## src/hw/rtl/mhfe_pkg.sv

```systemverilog
// shared types, constants and the header text table of the frame extractor
`default_nettype none

package mhfe_pkg;

    // width of the max_frame_bytes register
    localparam int CFG_W = 24;
    localparam logic [CFG_W-1:0] MAX_FRAME_RESET = 24'hFFFFFF;

    // header text length and special characters
    localparam int HDR_LEN = 16;
    localparam logic [7:0] CHR_CR   = 8'h0d;
    localparam logic [7:0] CHR_LF   = 8'h0a;
    localparam logic [7:0] CHR_ZERO = 8'h30;
    localparam logic [7:0] CHR_NINE = 8'h39;

    typedef enum logic [2:0] {
        PH_SEARCH  = 3'd0,
        PH_DIGITS  = 3'd1,
        PH_BLANK   = 3'd2,
        PH_PAYLOAD = 3'd3,
        PH_SKIP    = 3'd4
    } t_phase;

    // one result transaction from the parser to the output stage
    typedef struct packed {
        logic       valid;
        logic [7:0] payload_byte;
        logic       last_of_frame;
    } t_result;

    // characters of "Content-Length: "
    function automatic logic [7:0] hdr_char(input logic [3:0] idx);
        logic [7:0] c;
        case (idx)
            4'd0:    c = 8'h43; // C
            4'd1:    c = 8'h6f; // o
            4'd2:    c = 8'h6e; // n
            4'd3:    c = 8'h74; // t
            4'd4:    c = 8'h65; // e
            4'd5:    c = 8'h6e; // n
            4'd6:    c = 8'h74; // t
            4'd7:    c = 8'h2d; // -
            4'd8:    c = 8'h4c; // L
            4'd9:    c = 8'h65; // e
            4'd10:   c = 8'h6e; // n
            4'd11:   c = 8'h67; // g
            4'd12:   c = 8'h74; // t
            4'd13:   c = 8'h68; // h
            4'd14:   c = 8'h3a; // :
            default: c = 8'h20; // space
        endcase
        return c;
    endfunction

    // characters of CR LF CR LF
    function automatic logic [7:0] blank_char(input logic [1:0] idx);
        return idx[0] ? CHR_LF : CHR_CR;
    endfunction

endpackage

`default_nettype wire

```

## src/hw/rtl/mhfe_ifs.sv

```systemverilog
// valid/ready stream interfaces for the input byte and the payload result
`default_nettype none

interface mhfe_in_if;
    logic       valid;
    logic       ready;
    logic [7:0] stream_byte;

    modport source (output valid, output stream_byte, input ready);
    modport sink   (input valid, input stream_byte, output ready);
endinterface

interface mhfe_out_if;
    logic       valid;
    logic       ready;
    logic [7:0] payload_byte;
    logic       last_of_frame;

    modport source (output valid, output payload_byte, output last_of_frame, input ready);
    modport sink   (input valid, input payload_byte, input last_of_frame, output ready);
endinterface

`default_nettype wire

```

## src/hw/rtl/mhfe_parser.sv

```systemverilog
// input register and the per-byte deframing state machine
`default_nettype none

module mhfe_parser
    import mhfe_pkg::*;
#(
    parameter int LENGTH_BITS = 24
) (
    input  wire logic             i_clk,
    input  wire logic             i_rst_n,
    mhfe_in_if.sink               i_stream,
    input  wire logic [CFG_W-1:0] i_max_frame_bytes,
    input  wire logic             i_out_free,
    output t_result               o_res
);

    localparam int CMP_W = (LENGTH_BITS > CFG_W) ? LENGTH_BITS : CFG_W;
    localparam int ACC_W = LENGTH_BITS + 4;

    logic                   r_in_vld;
    logic [7:0]             r_in_byte;
    t_phase                 r_phase, n_phase;
    logic [3:0]             r_match_pos, n_match_pos;
    logic [LENGTH_BITS-1:0] r_length_acc, n_length_acc;
    logic [1:0]             r_line_end_cnt, n_line_end_cnt;
    logic [LENGTH_BITS-1:0] r_bytes_rem, n_bytes_rem;

    logic                   advance;
    logic                   in_ready;
    logic                   is_digit;
    logic [7:0]             digit_raw;
    logic [ACC_W-1:0]       acc_ext;
    logic [ACC_W-1:0]       acc_next;
    logic [1:0]             blank_idx;
    logic                   blank_hit;
    logic                   too_long;
    logic                   rem_last;

    // the byte in the input register moves on when the output stage has room
    assign advance  = r_in_vld & i_out_free;
    assign in_ready = ~r_in_vld | advance;
    assign i_stream.ready = in_ready;

    // input register
    always_ff @(posedge i_clk) begin
        if (!i_rst_n) begin
            r_in_vld <= 1'b0;
        end else if (in_ready) begin
            r_in_vld <= i_stream.valid;
        end
        if (in_ready && i_stream.valid) begin
            r_in_byte <= i_stream.stream_byte;
        end
    end

    // decimal accumulate with saturation
    assign is_digit  = (r_in_byte >= CHR_ZERO) && (r_in_byte <= CHR_NINE);
    assign digit_raw = r_in_byte - CHR_ZERO;
    assign acc_ext   = ACC_W'(r_length_acc);
    assign acc_next  = (acc_ext << 3) + (acc_ext << 1) + ACC_W'(digit_raw[3:0]);

    // blank line matcher, restarted at zero on the byte that ends the digits
    assign blank_idx = (r_phase == PH_BLANK) ? r_line_end_cnt : 2'd0;
    assign blank_hit = (r_in_byte == blank_char(blank_idx));
    assign too_long  = CMP_W'(r_length_acc) > CMP_W'(i_max_frame_bytes);
    assign rem_last  = (r_bytes_rem[LENGTH_BITS-1:1] == '0);

    // next state and result
    always_comb begin
        n_phase        = r_phase;
        n_match_pos    = r_match_pos;
        n_length_acc   = r_length_acc;
        n_line_end_cnt = r_line_end_cnt;
        n_bytes_rem    = r_bytes_rem;
        o_res.valid         = 1'b0;
        o_res.payload_byte  = r_in_byte;
        o_res.last_of_frame = 1'b0;

        case (r_phase)
            PH_DIGITS, PH_BLANK: begin
                if (r_phase == PH_DIGITS && is_digit) begin
                    if (acc_next[ACC_W-1:LENGTH_BITS] != '0) begin
                        n_length_acc = '1;
                    end else begin
                        n_length_acc = acc_next[LENGTH_BITS-1:0];
                    end
                end else begin
                    n_phase = PH_BLANK;
                    if (blank_hit) begin
                        if (blank_idx == 2'd3) begin
                            n_line_end_cnt = 2'd0;
                            n_bytes_rem    = r_length_acc;
                            if (r_length_acc == '0) begin
                                n_phase = PH_SEARCH;
                            end else if (too_long) begin
                                n_phase = PH_SKIP;
                            end else begin
                                n_phase = PH_PAYLOAD;
                            end
                        end else begin
                            n_line_end_cnt = blank_idx + 2'd1;
                        end
                    end else begin
                        n_line_end_cnt = (r_in_byte == CHR_CR) ? 2'd1 : 2'd0;
                    end
                end
            end
            PH_PAYLOAD, PH_SKIP: begin
                o_res.valid = advance && (r_phase == PH_PAYLOAD);
                if (rem_last) begin
                    o_res.last_of_frame = 1'b1;
                    n_bytes_rem = '0;
                    n_phase     = PH_SEARCH;
                    n_match_pos = 4'd0;
                end else begin
                    n_bytes_rem = r_bytes_rem - LENGTH_BITS'(1);
                end
            end
            default: begin
                n_phase = PH_SEARCH;
                if (r_in_byte == hdr_char(r_match_pos)) begin
                    if (r_match_pos == 4'(HDR_LEN - 1)) begin
                        n_match_pos    = 4'd0;
                        n_length_acc   = '0;
                        n_line_end_cnt = 2'd0;
                        n_phase        = PH_DIGITS;
                    end else begin
                        n_match_pos = r_match_pos + 4'd1;
                    end
                end else begin
                    n_match_pos = (r_in_byte == hdr_char(4'd0)) ? 4'd1 : 4'd0;
                end
            end
        endcase
    end

    // state registers, stepped once per processed byte
    always_ff @(posedge i_clk) begin
        if (!i_rst_n) begin
            r_phase        <= PH_SEARCH;
            r_match_pos    <= 4'd0;
            r_length_acc   <= '0;
            r_line_end_cnt <= 2'd0;
            r_bytes_rem    <= '0;
        end else if (advance) begin
            r_phase        <= n_phase;
            r_match_pos    <= n_match_pos;
            r_length_acc   <= n_length_acc;
            r_line_end_cnt <= n_line_end_cnt;
            r_bytes_rem    <= n_bytes_rem;
        end
    end

endmodule

`default_nettype wire

```

## src/hw/rtl/mhfe_out_stage.sv

```systemverilog
// result register that holds a payload transaction until it is taken
`default_nettype none

module mhfe_out_stage
    import mhfe_pkg::*;
(
    input  wire logic i_clk,
    input  wire logic i_rst_n,
    input  t_result   i_res,
    output logic      o_free,
    mhfe_out_if.source o_frame
);

    logic       r_out_vld;
    logic [7:0] r_payload_byte;
    logic       r_last_of_frame;

    // room when empty or when the held transaction leaves this cycle
    assign o_free = ~r_out_vld | o_frame.ready;

    always_ff @(posedge i_clk) begin
        if (!i_rst_n) begin
            r_out_vld <= 1'b0;
        end else if (o_free) begin
            r_out_vld <= i_res.valid;
        end
        if (o_free && i_res.valid) begin
            r_payload_byte  <= i_res.payload_byte;
            r_last_of_frame <= i_res.last_of_frame;
        end
    end

    assign o_frame.valid         = r_out_vld;
    assign o_frame.payload_byte  = r_payload_byte;
    assign o_frame.last_of_frame = r_last_of_frame;

endmodule

`default_nettype wire

```

## src/hw/rtl/mjpeg_http_frame_extractor_unit.sv

```systemverilog
// top level of the MJPEG multipart frame extractor
// Takes the HTTP multipart body one byte per transaction and passes on only the
// JPEG payload bytes, the length coming from the "Content-Length: " header and
// the payload starting after the following blank line; last_of_frame marks the
// final byte. A new byte is accepted in every cycle while the output is taken:
// each byte goes through an input register, one step of the header state
// machine and a result register, so a payload byte is presented on the output
// from the result register once that register has room for it.
// Discarded bytes produce no transaction. Frames longer than
// max_frame_bytes, and zero-length frames, are dropped whole. There is no
// clearing pass after reset; max_frame_bytes should be written only while the
// block is idle.
`default_nettype none

module mjpeg_http_frame_extractor_unit
    import mhfe_pkg::*;
#(
    parameter int LENGTH_BITS = 24
) (
    input  wire logic             i_clk,
    input  wire logic             i_rst_n,
    mhfe_in_if.sink               i_stream,
    mhfe_out_if.source            o_frame,
    input  wire logic             i_cfg_we,
    input  wire logic [CFG_W-1:0] i_cfg_wdata
);

    logic [CFG_W-1:0] r_max_frame_bytes;
    t_result          res;
    logic             out_free;

    // max_frame_bytes register
    always_ff @(posedge i_clk) begin
        if (!i_rst_n) begin
            r_max_frame_bytes <= MAX_FRAME_RESET;
        end else if (i_cfg_we) begin
            r_max_frame_bytes <= i_cfg_wdata;
        end
    end

    mhfe_parser #(
        .LENGTH_BITS (LENGTH_BITS)
    ) u_parser (
        .i_clk             (i_clk),
        .i_rst_n           (i_rst_n),
        .i_stream          (i_stream),
        .i_max_frame_bytes (r_max_frame_bytes),
        .i_out_free        (out_free),
        .o_res             (res)
    );

    mhfe_out_stage u_out_stage (
        .i_clk   (i_clk),
        .i_rst_n (i_rst_n),
        .i_res   (res),
        .o_free  (out_free),
        .o_frame (o_frame)
    );

endmodule

`default_nettype wire

```

## src/flat_wrapper.sv

```systemverilog
// flat-port wrapper written by rule: the top's interface ports become plain ports
module mjpeg_http_frame_extractor_unit_flat import mhfe_pkg::*;
#(
    parameter int LENGTH_BITS = 24
)
  (i_clk, i_rst_n, i_cfg_we, i_cfg_wdata, i_stream_valid, i_stream_stream_byte, i_stream_ready, o_frame_valid, o_frame_payload_byte, o_frame_last_of_frame, o_frame_ready);
  mhfe_in_if i_stream_i ();
  mhfe_out_if o_frame_i ();
  input  wire logic i_clk;
  input  wire logic i_rst_n;
  input  wire logic i_cfg_we;
  input  wire logic [CFG_W-1:0] i_cfg_wdata;
  input wire logic [$bits(i_stream_i.valid)-1:0] i_stream_valid;
  input wire logic [$bits(i_stream_i.stream_byte)-1:0] i_stream_stream_byte;
  output wire logic [$bits(i_stream_i.ready)-1:0] i_stream_ready;
  output wire logic [$bits(o_frame_i.valid)-1:0] o_frame_valid;
  output wire logic [$bits(o_frame_i.payload_byte)-1:0] o_frame_payload_byte;
  output wire logic [$bits(o_frame_i.last_of_frame)-1:0] o_frame_last_of_frame;
  input wire logic [$bits(o_frame_i.ready)-1:0] o_frame_ready;
  assign i_stream_i.valid = i_stream_valid;
  assign i_stream_i.stream_byte = i_stream_stream_byte;
  assign i_stream_ready = i_stream_i.ready;
  assign o_frame_valid = o_frame_i.valid;
  assign o_frame_payload_byte = o_frame_i.payload_byte;
  assign o_frame_last_of_frame = o_frame_i.last_of_frame;
  assign o_frame_i.ready = o_frame_ready;
  mjpeg_http_frame_extractor_unit #(.LENGTH_BITS(LENGTH_BITS)) u_core (.i_clk(i_clk), .i_rst_n(i_rst_n), .i_stream(i_stream_i), .o_frame(o_frame_i), .i_cfg_we(i_cfg_we), .i_cfg_wdata(i_cfg_wdata));
endmodule
```

## config.mk

```make
export PLATFORM = sky130hd
export DESIGN_NAME = mjpeg_http_frame_extractor_unit_flat
export DESIGN_NICKNAME = d
export VERILOG_FILES = /design/src/hw/rtl/mhfe_pkg.sv /design/src/hw/rtl/mhfe_ifs.sv /design/src/hw/rtl/mhfe_parser.sv /design/src/hw/rtl/mhfe_out_stage.sv /design/src/hw/rtl/mjpeg_http_frame_extractor_unit.sv /design/src/flat_wrapper.sv
export SDC_FILE = /design/constraint.sdc
export NUM_CORES = 1
export LEC_CHECK = 0
export BUFFER_PORTS_ARGS = -buffer_cell sky130_fd_sc_hd__buf_2
export CORE_MARGIN = 8
export CORE_UTILIZATION = 35
export CTS_BUF_LIST = sky130_fd_sc_hd__clkbuf_16
export DETAILED_ROUTE_END_ITERATION = 10
export PLACE_DENSITY = 0.62
export SLEW_MARGIN = 20
export SYNTH_ARGS = -nofsm -noshare
export SYNTH_HDL_FRONTEND = slang
export SYNTH_SLANG_ARGS = --single-unit
```

## constraint.sdc

```tcl
create_clock -name i_clk -period 5.9 [get_ports i_clk]
set_clock_uncertainty 0.1 [all_clocks]
set_input_delay 1.77 -clock i_clk [delete_from_list [all_inputs] [get_ports i_clk]]
set_output_delay 1.77 -clock i_clk [all_outputs]
set_load 0.05 [all_outputs]
```

==> results.txt <==
The run gives 0 as the count of buffers added by post-CTS timing repair for setup. The number of filler instances in the final layout is 2046, and the ratio of final minimum period to clock period is 71.8%. The initial antenna violation count is 0. Hold repair after CTS inserted 0 buffers. The tools report the number of diodes as 0. The type of the most critical hold path is reg2reg. The number of cells traversed by the worst register-to-register path came out at 11.

Measured along the y axis, the die boundary spans 160 microns. The number of enable-type register cells in the synthesized netlist works out to 17. The tools report the number of violations of the max-capacitance limit as 0. After routing, the total negative slack on setup checks comes to 0 ns. The via density per instance was 5.44; the number of synthesized register bits was 107.

The transition at the pin with the smallest max-transition slack came out at 1.07 ns. The tools report the number of global-route vias before repair as 5937. The die is 160 microns wide. The worst setup path is captured at a primary output.

The final layout contains routed wiring with a total length of 18.3 mm. The first global-routing pass estimated 30.0 mm of wire. For the worst setup path, the data arrival time is 2.36 ns.

The worst setup path is launched from an input pin. The number of detailed-routing iterations run before antenna repair is 5. The placement-stage worst setup slack is 1.66 ns.

Once placement finished, the instance area stood at 7670 sq um. Number of DRC markers in iteration 0: 489. The clock transition at the registers of the reported paths is 0.08 ns. The logs give 0 for the DRC violations left and 2 for the maximum clock insertion buffer count. The leakage power of the design is 0.00361 uW. The register-to-register setup slack came out at 1.68 ns. The share of flip-flops with an asynchronous set or reset after synthesis came out at 0%. After layout, the worst setup slack is 1.67 ns. Along the worst path, the maximum fanout reaches 4. The final design instance area without fill is 7980 sq um. The clock reaches the later pin of the worst-skew pair after 0.36 ns. The number of hold violations in the final report is 0.

The via count of the routed design is 6362, and the total number of yosys warnings is 0. 48 I/O pins were placed. After clock tree synthesis, the repair step resized 0 gates. The tools report the total power as 1470 uW. From synthesis to final layout, the design area changed by 10.4%.

The die covers 25500 sq um. The count of buffers added on input and output ports is 47. Dividing the synthesized area by the synthesized cell count gives 8.31 sq um.

The worst flop-to-flop path startpoint was u_core.u_parser.r_in_byte[3]. The detail route stage leaves a number of antenna-violating nets equal to 0. The post-route netlist has 9.90% of its cells at a drive strength greater than 1. The flow ran to the end, and the final reports show no timing, DRC or antenna violations. Dividing total power by cell area gives a power density of 185 nW/um^2. The H-tree generated during clock tree synthesis spans 3 levels.

The library cells used most frequently in the layout, excluding fill and tap cells, are 90 x nand2_1, 90 x dfxtp_1, 79 x ha_1. Summing every instance area after synthesis gives 7230 sq um. The run gives 236 MHz as the peak clock frequency supported by timing. When the netlist entered floorplanning its net count stood at 988. The critical path in this run is classified as in2out.

Entering global routing, the biggest net connects 48 pins. The number of distinct library cell variants in the gate-level netlist after synthesis came out at 79. Setup violations remaining at the end of the flow were counted as 0. The congestion estimate from routability-driven global placement came to 0.867. Setup repair after global routing left no endpoint under its margin. The core outline area was 20200 sq um. The terminus of the critical flop-to-flop path was u_core.u_parser.r_length_acc[14]. TritonCTS built the clock tree. Summed over all layers, the global routing overflow is 0.

The gate count after technology mapping came out at 870. The initialized floorplan defines 52 standard-cell rows. The cell chosen for the clock root was clkbuf_16.

The tools report the effective utilization at floorplan as 35.7%. The routed wirelength normalized by instance count is 15.6 microns, and the number of buffers created by CTS is 9. The worst max-slew margin expressed relative to the limit was 28.6%; the global-route usage over all layers was 14.0%.

The critical path starts at o_frame_ready. The worst-case IR drop observed on VDD is 0.000141 V. The endpoint required time on the critical path was 4.03 ns; the count of pins over their slew limit was 0. The clock net in this run drives a total of 107 sinks. The clock period minus final worst setup slack works out to 4.23 ns. Following the worst setup path forward leads to its endpoint at i_stream_ready. The portion of the post-synthesis area used by sequential elements is 32.0%.

Final HPWL from detailed placement: 13.5 mm. After the last flow step, the layout net total stands at 1012. Among all flip-flop cells after synthesis, the most frequent one is dfxtp_1.
[worst min path at each step]
stage                                 startpoint                                 to  slack [ns]  cells after the start
2_1_floorplan  u_core.u_parser.r_line_end_cnt[1]  u_core.u_parser.r_line_end_cnt[1]        0.34                      2
3_5_place_dp   u_core.u_parser.r_line_end_cnt[1]  u_core.u_parser.r_line_end_cnt[1]        0.36                      2
5_1_grt        u_core.u_parser.r_line_end_cnt[1]  u_core.u_parser.r_line_end_cnt[1]        0.40                      2
4_1_cts        u_core.u_parser.r_line_end_cnt[1]  u_core.u_parser.r_line_end_cnt[1]        0.37                      2
6_report       u_core.u_parser.r_line_end_cnt[1]  u_core.u_parser.r_line_end_cnt[1]        0.37                      2
3_3_place_gp   u_core.u_parser.r_line_end_cnt[1]  u_core.u_parser.r_line_end_cnt[1]        0.35                      2
[area by class of cell]
class / instances / area, sq um / area share (%)
clock buffer: 9 / 225 / 2.82
clock inverter: 7 / 81.3 / 1.02
inverter: 47 / 176 / 2.21
multi-input combinational: 676 / 4570 / 57.2
sequential: 107 / 2310 / 29.0
tap: 270 / 338 / 4.23
timing repair buffer: 53 / 280 / 3.51
[critical path, stage by stage]
cell     delay, ns
buf_2         0.10
nor2b_1       0.19
nand2_1       0.09
buf_2         0.21
[state kept, by name (all words and copies together), names as in the netlist, named ones only]
| signal | cells |
|---|---|
| u_core.u_parser.r_bytes_rem | 24 |
| u_core.u_out_stage.o_frame.valid | 1 |
| u_core.u_out_stage.o_frame.payload_byte | 8 |
| u_core.u_parser.r_in_byte | 8 |
| u_core.u_parser.r_phase | 3 |
| u_core.u_parser.r_match_pos | 4 |
| u_core.u_parser.r_line_end_cnt | 2 |
| u_core.r_max_frame_bytes | 24 |
| u_core.u_parser.r_in_vld | 1 |
| u_core.u_parser.r_length_acc | 24 |
| u_core.u_out_stage.o_frame.last_of_frame | 1 |
[synthesized netlist by cell type (all sizes together), types with 6 or more instances]
cell type / n / area (sq um)
nor4: 13 / 81.3
nand2: 90 / 338
nand2b: 12 / 75.1
and2: 8 / 50.1
and3: 6 / 37.5
o21ai: 55 / 294
o31ai: 15 / 146
a211oi: 12 / 100
nand3b: 6 / 45.0
xor2: 13 / 114
nand3: 24 / 120
edfxtp: 17 / 510
or4: 7 / 56.3
buf: 9 / 57.6
inv: 47 / 176
nor2b: 8 / 50.1
ha: 79 / 988
a21oi: 69 / 345
a21o: 20 / 150
dfxtp: 90 / 1800
xnor2: 14 / 123
o21a: 7 / 52.6
o211ai: 26 / 195
a22oi: 12 / 90.1
nor2: 74 / 278
or3: 8 / 50.1
clkbuf: 31 / 116
nor3: 17 / 85.1
a31oi: 10 / 68.8
nand4: 10 / 62.6
[power by group]
group,leakage [uW],switching [uW],internal [uW]
sequential,0.000890,12.3,758
clock,0.000150,311,304
combinational,0.00257,54.8,34.1
total,0.00361,378,1100
[per-layer routing]
layer,routed length (microns),up-vias,track usage (%)
met1,8650,2988,18.7
met2,8600,140,23.2
li1,-,3221,-
met3,858,13,1.93
met5,0,-,0
met4,183,0,3.64
[stage by stage]
stage | hold WS [ns] | utilization, % | std cells
after CTS | 0.370 | 39.4 | 1169
final | 0.368 | 39.4 | 1169
after global routing | 0.399 | 39.4 | 1169
after floorplan | 0.341 | - | 870
after global placement | 0.354 | 37.9 | 1153
after detailed placement | 0.358 | 37.9 | 1153
[kinds of logic after synthesis]
group           synth area share (%)
buf+inv                         4.85
compound gates                  23.5
simple gates                    21.0
flops                           32.0
xor+xnor                        3.27
mux                            0.848
fa+ha+maj                       14.5
(Power assumes the default switching activity.)
